[config.mk]
export PLATFORM = sky130hd
export DESIGN_NAME = user_activity_idle_detector_top_flat
export DESIGN_NICKNAME = d
export VERILOG_FILES = /design/src/design/uaid_pkg.sv /design/src/design/uaid_in_if.sv /design/src/design/uaid_out_if.sv /design/src/design/uaid_cfg_if.sv /design/src/design/uaid_cfg_regs.sv /design/src/design/uaid_core.sv /design/src/design/user_activity_idle_detector_top.sv /design/src/flat_wrapper.sv
export SDC_FILE = /design/constraint.sdc
export NUM_CORES = 1
export LEC_CHECK = 0
export ABC_AREA = 1
export BUFFER_PORTS_ARGS = -buffer_cell sky130_fd_sc_hd__buf_2
export CAP_MARGIN = 5
export CORE_ASPECT_RATIO = 1.5
export CORE_MARGIN = 4
export CORE_UTILIZATION = 30
export DETAILED_ROUTE_END_ITERATION = 7
export SYNTH_ARGS = -nofsm -noshare
export SYNTH_HDL_FRONTEND = slang
export SYNTH_HIERARCHICAL = 1
export SYNTH_SLANG_ARGS = --single-unit
[constraint.sdc]
create_clock -name clk -period 13.25 [get_ports clk]
set_input_delay 1.325 -clock clk [delete_from_list [all_inputs] [get_ports clk]]
set_output_delay 1.325 -clock clk [all_outputs]
set_load 0.01 [all_outputs]
[src/design/uaid_pkg.sv]
// Shared types and constants of the user activity idle detector.
// No dependencies; compile first.
package uaid_pkg;

  localparam int OPCODE_W   = 3;
  localparam int TIME_W     = 40;
  localparam int STAMP_W    = 41;
  localparam int DIFF_W     = 42;
  localparam int MS_W       = 24;
  localparam int SENS_W     = 16;
  localparam int POS_W      = 16;
  localparam int SHIFT_W    = 32;
  localparam int CFG_IDX_W  = 3;
  localparam int CFG_DATA_W = 24;

  localparam logic [DIFF_W-1:0] MS_PER_SECOND = DIFF_W'(1000);

  typedef enum logic [OPCODE_W-1:0] {
    OP_MOUSE,
    OP_BUTTON,
    OP_KEY,
    OP_QUERY,
    OP_SUSPEND,
    OP_RESUME,
    OP_FORCE_IDLE,
    OP_SHIFT
  } opcode_t;

  typedef enum logic [1:0] {
    MODE_IDLE,
    MODE_NOISE,
    MODE_ACTIVE,
    MODE_SUSPENDED
  } mode_t;

  localparam logic [CFG_IDX_W-1:0] CFG_NOISE_GAP    = CFG_IDX_W'(0);
  localparam logic [CFG_IDX_W-1:0] CFG_ACTIVITY     = CFG_IDX_W'(1);
  localparam logic [CFG_IDX_W-1:0] CFG_IDLE_TIMEOUT = CFG_IDX_W'(2);
  localparam logic [CFG_IDX_W-1:0] CFG_SENSITIVITY  = CFG_IDX_W'(3);

  typedef struct packed {
    logic [MS_W-1:0]   noise_gap_ms;
    logic [MS_W-1:0]   activity_time_ms;
    logic [MS_W-1:0]   idle_timeout_ms;
    logic [SENS_W-1:0] move_sensitivity;
    logic              wr_strobe;
  } cfg_t;

  typedef struct packed {
    opcode_t                   opcode;
    logic [TIME_W-1:0]         now_ms;
    logic signed [POS_W-1:0]   pos_x;
    logic signed [POS_W-1:0]   pos_y;
    logic signed [POS_W-1:0]   wheel_step;
    logic                      btn_down;
    logic signed [SHIFT_W-1:0] shift_seconds;
  } item_t;

  typedef struct packed {
    mode_t act_mode;
    logic  action_reported;
  } result_t;

endpackage

[src/design/uaid_in_if.sv]
// Input event channel of the user activity idle detector.
// Depends on uaid_pkg.
interface uaid_in_if import uaid_pkg::*; ();
  logic                      valid;
  logic                      ready;
  logic [OPCODE_W-1:0]       opcode;
  logic [TIME_W-1:0]         now_ms;
  logic signed [POS_W-1:0]   pos_x;
  logic signed [POS_W-1:0]   pos_y;
  logic signed [POS_W-1:0]   wheel_step;
  logic                      btn_down;
  logic signed [SHIFT_W-1:0] shift_seconds;

  modport source (
    output valid, opcode, now_ms, pos_x, pos_y, wheel_step, btn_down, shift_seconds,
    input  ready
  );
  modport sink (
    input  valid, opcode, now_ms, pos_x, pos_y, wheel_step, btn_down, shift_seconds,
    output ready
  );
endinterface

[src/design/uaid_out_if.sv]
// Result channel of the user activity idle detector.
// Depends on uaid_pkg.
interface uaid_out_if import uaid_pkg::*; ();
  logic       valid;
  logic       ready;
  logic [1:0] act_mode;
  logic       action_reported;

  modport source (output valid, act_mode, action_reported, input ready);
  modport sink (input valid, act_mode, action_reported, output ready);
endinterface

[src/design/uaid_cfg_if.sv]
// Register write channel of the user activity idle detector.
// Depends on uaid_pkg.
interface uaid_cfg_if import uaid_pkg::*; ();
  logic                  valid;
  logic                  ready;
  logic [CFG_IDX_W-1:0]  index;
  logic [CFG_DATA_W-1:0] data;

  modport source (output valid, index, data, input ready);
  modport sink (input valid, index, data, output ready);
endinterface

[src/design/uaid_cfg_regs.sv]
// Configuration registers of the user activity idle detector.
// Depends on uaid_pkg and uaid_cfg_if.
module uaid_cfg_regs import uaid_pkg::*; (
  input  logic       clk,
  input  logic       rst_n,
  uaid_cfg_if.sink   cfg_ch,
  output cfg_t       cfg
);

  logic [MS_W-1:0]   noise_gap_r, noise_gap_nxt;
  logic [MS_W-1:0]   activity_r, activity_nxt;
  logic [MS_W-1:0]   idle_timeout_r, idle_timeout_nxt;
  logic [SENS_W-1:0] sens_r, sens_nxt;
  logic              wr_strobe_r, wr_strobe_nxt;
  logic              wr;

  assign cfg_ch.ready = rst_n;
  assign wr = cfg_ch.valid && cfg_ch.ready;

  always_comb begin
    noise_gap_nxt    = noise_gap_r;
    activity_nxt     = activity_r;
    idle_timeout_nxt = idle_timeout_r;
    sens_nxt         = sens_r;
    wr_strobe_nxt    = 1'b0;
    if (wr) begin
      case (cfg_ch.index)
        CFG_NOISE_GAP: begin
          noise_gap_nxt = cfg_ch.data;
          wr_strobe_nxt = 1'b1;
        end
        CFG_ACTIVITY: begin
          activity_nxt  = cfg_ch.data;
          wr_strobe_nxt = 1'b1;
        end
        CFG_IDLE_TIMEOUT: begin
          idle_timeout_nxt = cfg_ch.data;
          wr_strobe_nxt    = 1'b1;
        end
        CFG_SENSITIVITY: begin
          sens_nxt      = cfg_ch.data[SENS_W-1:0];
          wr_strobe_nxt = 1'b1;
        end
        default: ;
      endcase
    end
  end

  always_ff @(posedge clk) begin
    if (!rst_n) begin
      noise_gap_r    <= MS_W'(1000);
      activity_r     <= MS_W'(2000);
      idle_timeout_r <= MS_W'(5000);
      sens_r         <= SENS_W'(3);
      wr_strobe_r    <= 1'b0;
    end else begin
      noise_gap_r    <= noise_gap_nxt;
      activity_r     <= activity_nxt;
      idle_timeout_r <= idle_timeout_nxt;
      sens_r         <= sens_nxt;
      wr_strobe_r    <= wr_strobe_nxt;
    end
  end

  assign cfg = '{
    noise_gap_ms:     noise_gap_r,
    activity_time_ms: activity_r,
    idle_timeout_ms:  idle_timeout_r,
    move_sensitivity: sens_r,
    wr_strobe:        wr_strobe_r
  };

endmodule

[src/design/uaid_core.sv]
// Activity state and single-pass evaluation of one event word.
// Depends on uaid_pkg.
module uaid_core import uaid_pkg::*; (
  input  logic    clk,
  input  logic    rst_n,
  input  logic    en,
  input  item_t   item,
  input  cfg_t    cfg,
  output result_t res
);

  mode_t                   mode_r, mode_nxt;
  logic [STAMP_W-1:0]      burst_r, burst_nxt;
  logic [STAMP_W-1:0]      last_r, last_nxt;
  logic signed [POS_W-1:0] px_r, px_nxt;
  logic signed [POS_W-1:0] py_r, py_nxt;
  logic                    held_r, held_nxt;
  logic                    action;

  logic signed [POS_W:0]   dx, dy;
  logic [POS_W:0]          adx, ady;
  logic                    moved;
  logic [STAMP_W-1:0]      now_ext;
  logic signed [DIFF_W-1:0] gap_last, gap_burst;
  logic                    noise_over, burst_done, idle_over;
  logic [DIFF_W-1:0]       shift_ext, shift_prod;
  logic [STAMP_W-1:0]      shift_ms;

  assign dx  = {item.pos_x[POS_W-1], item.pos_x} - {px_r[POS_W-1], px_r};
  assign dy  = {item.pos_y[POS_W-1], item.pos_y} - {py_r[POS_W-1], py_r};
  assign adx = dx[POS_W] ? (POS_W+1)'(-dx) : (POS_W+1)'(dx);
  assign ady = dy[POS_W] ? (POS_W+1)'(-dy) : (POS_W+1)'(dy);
  assign moved = (adx >= {1'b0, cfg.move_sensitivity})
              || (ady >= {1'b0, cfg.move_sensitivity})
              || (item.wheel_step != '0) || held_r;

  assign now_ext   = {1'b0, item.now_ms};
  assign gap_last  = $signed({2'b00, item.now_ms}) - $signed({last_r[STAMP_W-1], last_r});
  assign gap_burst = $signed({2'b00, item.now_ms}) - $signed({burst_r[STAMP_W-1], burst_r});
  assign noise_over = gap_last > $signed({{(DIFF_W-MS_W){1'b0}}, cfg.noise_gap_ms});
  assign idle_over  = gap_last > $signed({{(DIFF_W-MS_W){1'b0}}, cfg.idle_timeout_ms});
  assign burst_done = gap_burst >= $signed({{(DIFF_W-MS_W){1'b0}}, cfg.activity_time_ms});

  assign shift_ext  = {{(DIFF_W-SHIFT_W){item.shift_seconds[SHIFT_W-1]}}, item.shift_seconds};
  assign shift_prod = (shift_ext << 10) - (shift_ext << 5) + (shift_ext << 3);
  assign shift_ms   = shift_prod[STAMP_W-1:0];

  always_comb begin
    mode_nxt  = mode_r;
    burst_nxt = burst_r;
    last_nxt  = last_r;
    px_nxt    = px_r;
    py_nxt    = py_r;
    held_nxt  = held_r;
    action    = 1'b0;
    case (item.opcode)
      OP_MOUSE: begin
        px_nxt = item.pos_x;
        py_nxt = item.pos_y;
        action = moved;
      end
      OP_BUTTON: begin
        held_nxt = item.btn_down;
        action   = item.btn_down;
      end
      OP_KEY: action = 1'b1;
      OP_QUERY: begin
        if (mode_r == MODE_ACTIVE && idle_over) mode_nxt = MODE_IDLE;
      end
      OP_SUSPEND: mode_nxt = MODE_SUSPENDED;
      OP_RESUME:  mode_nxt = MODE_IDLE;
      OP_FORCE_IDLE: begin
        if (mode_r != MODE_SUSPENDED) begin
          mode_nxt = MODE_IDLE;
          last_nxt = '0;
        end
      end
      OP_SHIFT: begin
        last_nxt  = last_r + shift_ms;
        burst_nxt = burst_r + shift_ms;
      end
      default: ;
    endcase

    if (action) begin
      case (mode_r)
        MODE_IDLE: begin
          burst_nxt = now_ext;
          mode_nxt  = (cfg.activity_time_ms == '0) ? MODE_ACTIVE : MODE_NOISE;
        end
        MODE_NOISE: begin
          if (noise_over) burst_nxt = now_ext;
          else if (burst_done) mode_nxt = MODE_ACTIVE;
        end
        default: ;
      endcase
      last_nxt = now_ext;
    end
  end

  always_ff @(posedge clk) begin
    if (!rst_n) begin
      mode_r  <= MODE_IDLE;
      burst_r <= '0;
      last_r  <= '0;
      px_r    <= '0;
      py_r    <= '0;
      held_r  <= 1'b0;
    end else begin
      if (cfg.wr_strobe) begin
        mode_r <= MODE_IDLE;
      end else if (en) begin
        mode_r <= mode_nxt;
      end
      if (en) begin
        burst_r <= burst_nxt;
        last_r  <= last_nxt;
        px_r    <= px_nxt;
        py_r    <= py_nxt;
        held_r  <= held_nxt;
      end
    end
  end

  assign res = '{act_mode: mode_nxt, action_reported: action};

endmodule

[src/design/user_activity_idle_detector_top.sv]
// User activity idle detector: one result word per event word, giving the
// activity mode after the event and whether it counted as a user action.
// An event word is taken into an input register, evaluated in one pass by
// the core against the stored activity state, and its result is held in a
// result register; a new word is taken every cycle unless the result side
// stalls, and each result passes from the input register through the core
// into the result register before it can be taken. Out of reset, the input
// side stalls only while the result register is full and not taken.
// Register writes are taken at any time out of reset and return the mode to
// idle through the registered write strobe of the configuration registers.
// Depends on uaid_pkg, the channel interfaces, uaid_cfg_regs and uaid_core.
module user_activity_idle_detector_top import uaid_pkg::*; (
  input  logic       clk,
  input  logic       rst_n,
  uaid_in_if.sink    in_ch,
  uaid_out_if.source out_ch,
  uaid_cfg_if.sink   cfg_ch
);

  cfg_t    cfg;
  item_t   s1_item_r;
  logic    s1_valid_r, s1_valid_nxt;
  result_t out_res_r;
  logic    out_valid_r, out_valid_nxt;
  result_t res;
  logic    advance;
  logic    in_acc;

  assign advance     = s1_valid_r && (!out_valid_r || out_ch.ready);
  assign in_ch.ready = rst_n && (!s1_valid_r || advance);
  assign in_acc      = in_ch.valid && in_ch.ready;

  always_comb begin
    s1_valid_nxt  = in_acc ? 1'b1 : (advance ? 1'b0 : s1_valid_r);
    out_valid_nxt = advance ? 1'b1 : (out_ch.ready ? 1'b0 : out_valid_r);
  end

  always_ff @(posedge clk) begin
    if (!rst_n) begin
      s1_valid_r  <= 1'b0;
      out_valid_r <= 1'b0;
    end else begin
      s1_valid_r  <= s1_valid_nxt;
      out_valid_r <= out_valid_nxt;
    end
  end

  always_ff @(posedge clk) begin
    if (in_acc) begin
      s1_item_r <= '{
        opcode:        opcode_t'(in_ch.opcode),
        now_ms:        in_ch.now_ms,
        pos_x:         in_ch.pos_x,
        pos_y:         in_ch.pos_y,
        wheel_step:    in_ch.wheel_step,
        btn_down:      in_ch.btn_down,
        shift_seconds: in_ch.shift_seconds
      };
    end
    if (advance) out_res_r <= res;
  end

  uaid_cfg_regs u_cfg (
    .clk    (clk),
    .rst_n  (rst_n),
    .cfg_ch (cfg_ch),
    .cfg    (cfg)
  );

  uaid_core u_core (
    .clk   (clk),
    .rst_n (rst_n),
    .en    (advance),
    .item  (s1_item_r),
    .cfg   (cfg),
    .res   (res)
  );

  assign out_ch.valid           = out_valid_r;
  assign out_ch.act_mode        = out_res_r.act_mode;
  assign out_ch.action_reported = out_res_r.action_reported;

endmodule

[src/flat_wrapper.sv]
// flat-port wrapper written by rule: the top's interface ports become plain ports
module user_activity_idle_detector_top_flat import uaid_pkg::*;
  (clk, rst_n, in_ch_valid, in_ch_opcode, in_ch_now_ms, in_ch_pos_x, in_ch_pos_y, in_ch_wheel_step, in_ch_btn_down, in_ch_shift_seconds, in_ch_ready, out_ch_valid, out_ch_act_mode, out_ch_action_reported, out_ch_ready, cfg_ch_valid, cfg_ch_index, cfg_ch_data, cfg_ch_ready);
  uaid_in_if in_ch_i ();
  uaid_out_if out_ch_i ();
  uaid_cfg_if cfg_ch_i ();
  input  logic clk;
  input  logic rst_n;
  input wire logic [$bits(in_ch_i.valid)-1:0] in_ch_valid;
  input wire logic [$bits(in_ch_i.opcode)-1:0] in_ch_opcode;
  input wire logic [$bits(in_ch_i.now_ms)-1:0] in_ch_now_ms;
  input wire logic [$bits(in_ch_i.pos_x)-1:0] in_ch_pos_x;
  input wire logic [$bits(in_ch_i.pos_y)-1:0] in_ch_pos_y;
  input wire logic [$bits(in_ch_i.wheel_step)-1:0] in_ch_wheel_step;
  input wire logic [$bits(in_ch_i.btn_down)-1:0] in_ch_btn_down;
  input wire logic [$bits(in_ch_i.shift_seconds)-1:0] in_ch_shift_seconds;
  output wire logic [$bits(in_ch_i.ready)-1:0] in_ch_ready;
  output wire logic [$bits(out_ch_i.valid)-1:0] out_ch_valid;
  output wire logic [$bits(out_ch_i.act_mode)-1:0] out_ch_act_mode;
  output wire logic [$bits(out_ch_i.action_reported)-1:0] out_ch_action_reported;
  input wire logic [$bits(out_ch_i.ready)-1:0] out_ch_ready;
  input wire logic [$bits(cfg_ch_i.valid)-1:0] cfg_ch_valid;
  input wire logic [$bits(cfg_ch_i.index)-1:0] cfg_ch_index;
  input wire logic [$bits(cfg_ch_i.data)-1:0] cfg_ch_data;
  output wire logic [$bits(cfg_ch_i.ready)-1:0] cfg_ch_ready;
  assign in_ch_i.valid = in_ch_valid;
  assign in_ch_i.opcode = in_ch_opcode;
  assign in_ch_i.now_ms = in_ch_now_ms;
  assign in_ch_i.pos_x = in_ch_pos_x;
  assign in_ch_i.pos_y = in_ch_pos_y;
  assign in_ch_i.wheel_step = in_ch_wheel_step;
  assign in_ch_i.btn_down = in_ch_btn_down;
  assign in_ch_i.shift_seconds = in_ch_shift_seconds;
  assign in_ch_ready = in_ch_i.ready;
  assign out_ch_valid = out_ch_i.valid;
  assign out_ch_act_mode = out_ch_i.act_mode;
  assign out_ch_action_reported = out_ch_i.action_reported;
  assign out_ch_i.ready = out_ch_ready;
  assign cfg_ch_i.valid = cfg_ch_valid;
  assign cfg_ch_i.index = cfg_ch_index;
  assign cfg_ch_i.data = cfg_ch_data;
  assign cfg_ch_ready = cfg_ch_i.ready;
  user_activity_idle_detector_top u_core (.clk(clk), .rst_n(rst_n), .in_ch(in_ch_i), .out_ch(out_ch_i), .cfg_ch(cfg_ch_i));
endmodule
==> results.cfg <==
[global_routing]
grt_start_max_net_pins = 88
grtUsageTotal = 0.214
grt_pass1_wl_um = 185000
grt-ovfl-total = 0
grt_pass1_vias = 32016
antenna_found_initial = 8

[logic_synthesis]
yosysSeqAreaShare = 0.247
ys_top_cells_by_area = nand2_1 (15%), ha_1 (13%), dfxtp_1 (13%)
synth-async-reset-ratio = 0
yosysWarnings = 6
synth_top_flop_cell = dfxtp_1
ys_ff_latch = 335
avgSynthCellArea_um2 = 6.44
synth_edf_count = 127
synth_cell_types = 61
yosysTopAreaCellShare = 0.150
syn-cell-area_um2 = 32300
synth_nets = 5534
synthCells = 5010
synth.largest_area_cell = nand2_1

[drt]
first_pass_iters = 7
vias = 32851
final_antenna_net_count = 0
drt-total-wl_um = 124000
routed_via_density = 5.00
avgRoutedWirePerCell_um = 18.9
dr.first_iter.drc_count = 2183
post-route-drc-count = 0

[sta]
hold_violations = 0
timing.fmax_mhz = 150
whs_ns = 0.456
worstMarginPinSlew_ns = 1.13
slew_violations = 0
period_share = 0.504
slew_headroom = 0.242
fin_skew_ns = 0.0414
setup_viol = 0
setup_tns_ns = 0
period_minus_slack_ns = 6.67
rsz0062_at_grt = no
setup_slack_ns = 6.58

[cells_and_area]
layout_commonest_cell = nand2_1
nets = 5648
n_fill_cell = 11723
mostFrequentLayoutCells = nand2_1 (1291), inv_1 (845), a21oi_1 (493), nor2_1 (490), ha_1 (336)
layout-drive-gt1-share = 0.0574
area_growth_pct = 11.1

[worst_hold_path]
whs_path_depth = 2
min_path_type = reg -> reg
whs_endpoint = u_core/u_core/px_r[7]
hp-start = u_core/u_core/px_r[7]

[setup_path]
rrSetupSlack_ns = 6.58
worstReg2RegEnd = u_core/u_core/last_r[3]
cp_slowest_cell = nand2_2
start_kind = flip-flop
crit_fanout = 52
path_class = reg -> reg
r2r-start = u_core/s1_item_r[49]
crit_start = u_core/s1_item_r[49]
critical_path_arrival_ns = 7.16
r2r_cells = 29
cp.required_ns = 13.73
worst_path_largest_cell_delay_ns = 0.85
crit_top_cell = nand2_1
endpoint_kind = flip-flop

[floorplanning]
core_um2 = 107000
start_util = 0.302
dieWidth_um = 276
rows = 147
ioPinCount = 162
design.die.area_um2 = 113000
die_y_um = 410

[clock_network]
root_buffer = clkbuf_16
cts_tree = done
clock_latency_ns = 0.61
cts-buffers-inserted = 40
holdBufCountCts = 0
cts_resized = 0
cts_buffer_depth = 3
cts_max_level = 2
clkSinkCount = 335
cts_setup_buffers = 0
clk_pin_slew_worst_paths_ns = 0.06

[run_status]
status = finished clean

[placed_design]
hpwl_um = 102000
pre_cts_ws_ns = 6.54
port_buffers = 161
place_congestion = 1.00

[power]
vdd.ir_drop.worst_mv = 0.100
p_leak_uw = 0.0173
p_total_uw = 3960
p_per_area_nw_per_um2 = 111

[run]
maxCapViolCount = 0
logic make-up after synthesis:
family,Yosys count,synth area share
AO/OA/AOI/OAI,918,0.153
flip-flops,335,0.247
adder cells (fa/ha/maj),368,0.150
buffers and inverters,957,0.116
XOR/XNOR,147,0.0404
AND/OR/NAND/NOR,2285,0.293
flip-flops by register name (all words and copies together), names as in the netlist:
name / cells
u_core/u_cfg/activity_r: 24
u_core/out_ch.act_mode: 2
u_core/u_core/mode_r: 2
u_core/u_cfg/noise_gap_r: 24
u_core/u_core/py_r: 16
u_core/u_cfg/idle_timeout_r: 24
u_core/u_cfg/wr_strobe_r: 1
u_core/s1_item_r: 124
u_core/u_cfg/sens_r: 16
u_core/u_core/px_r: 16
u_core/out_ch.action_reported: 1
u_core/u_core/last_r: 41
u_core/out_ch.valid: 1
u_core/s1_valid_r: 1
u_core/u_core/held_r: 1
u_core/u_core/burst_r: 41
worst max-delay path by stage:
stage | to | slack (ns) | depth (start not counted)
final | u_core/u_core/last_r[3] | 6.58 | 29
after global routing | u_core/u_core/last_r[5] | 5.88 | 29
after CTS | u_core/u_core/last_r[3] | 6.47 | 29
after detailed placement | u_core/u_core/last_r[3] | 6.54 | 29
after global placement | u_core/u_core/last_r[35] | 6.61 | 29
after floorplan | u_core/s1_item_r[0] | 5.96 | 4
Yosys cell counts, drive strengths merged (2+ instances only):
cell type  number
o21bai         17
clkbuf         54
dfxtp         208
buf            51
and3            4
nand3b         17
nand3         325
ha            336
nor3           36
a221oi          5
inv           850
and2            4
o221ai          3
o22ai           6
fa             32
o211ai         16
a21boi         11
nand4          63
a21oi         496
o21ai         284
a21o           16
xor2          101
nor2          501
clkinv          2
o21a           12
nand2        1299
a31oi          31
xnor2          46
nor4           19
o2111ai         2
a211oi          6
o31ai           5
o311ai          2
or2            16
edfxtp        127
where the power goes:
part | switching (µW) | internal (µW) | total (µW)
combinational | 1100 | 517 | 1620
sequential | 52.3 | 1110 | 1170
clock | 497 | 676 | 1170
per-layer routing:
layer / vias up / track usage / wire [µm]
met5: - / 0 / 10
met4: 2 / 0.141 / 9910
met3: 343 / 0.0315 / 6280
met2: 944 / 0.384 / 61300
met1: 15031 / 0.230 / 46900
li1: 16531 / - / -
stage by stage:
| step | utilization | cell area [µm²] | cells |
|---|---|---|---|
| 6_report | 0.335 | 35800 | 6576 |
| 5_1_grt | 0.335 | 35800 | 6572 |
| 4_1_cts | 0.335 | 35800 | 6570 |
| 3_5_place_dp | 0.322 | 34400 | 6497 |
| 3_3_place_gp | 0.322 | 34400 | 6497 |
| 2_1_floorplan | - | 32300 | 5010 |
worst max-delay path, delay by kind of cell, from the launching register on:
family	cells	cell delay (ns)
AOI/OAI and AO/OA	3	0.86
xor gates and xnor gates	1	0.11
adders and majority gates	3	0.86
buffers and inverters	4	0.72
DFF	1	0.39
and+or+nand+nor	18	3.60
final cells by class:
cell class | count | area, µm² | share of cell area
tap | 1415 | 1770 | 0.0494
antenna | 6 | 15.0 | 0.000419
inverter | 852 | 3200 | 0.0893
multi-input combinational | 3718 | 20600 | 0.574
clock inverter | 22 | 302 | 0.00842
clock buffer | 51 | 1060 | 0.0297
timing repair buffer | 177 | 928 | 0.0259
sequential | 335 | 7980 | 0.223
Power figures use the tool's default switching activity.
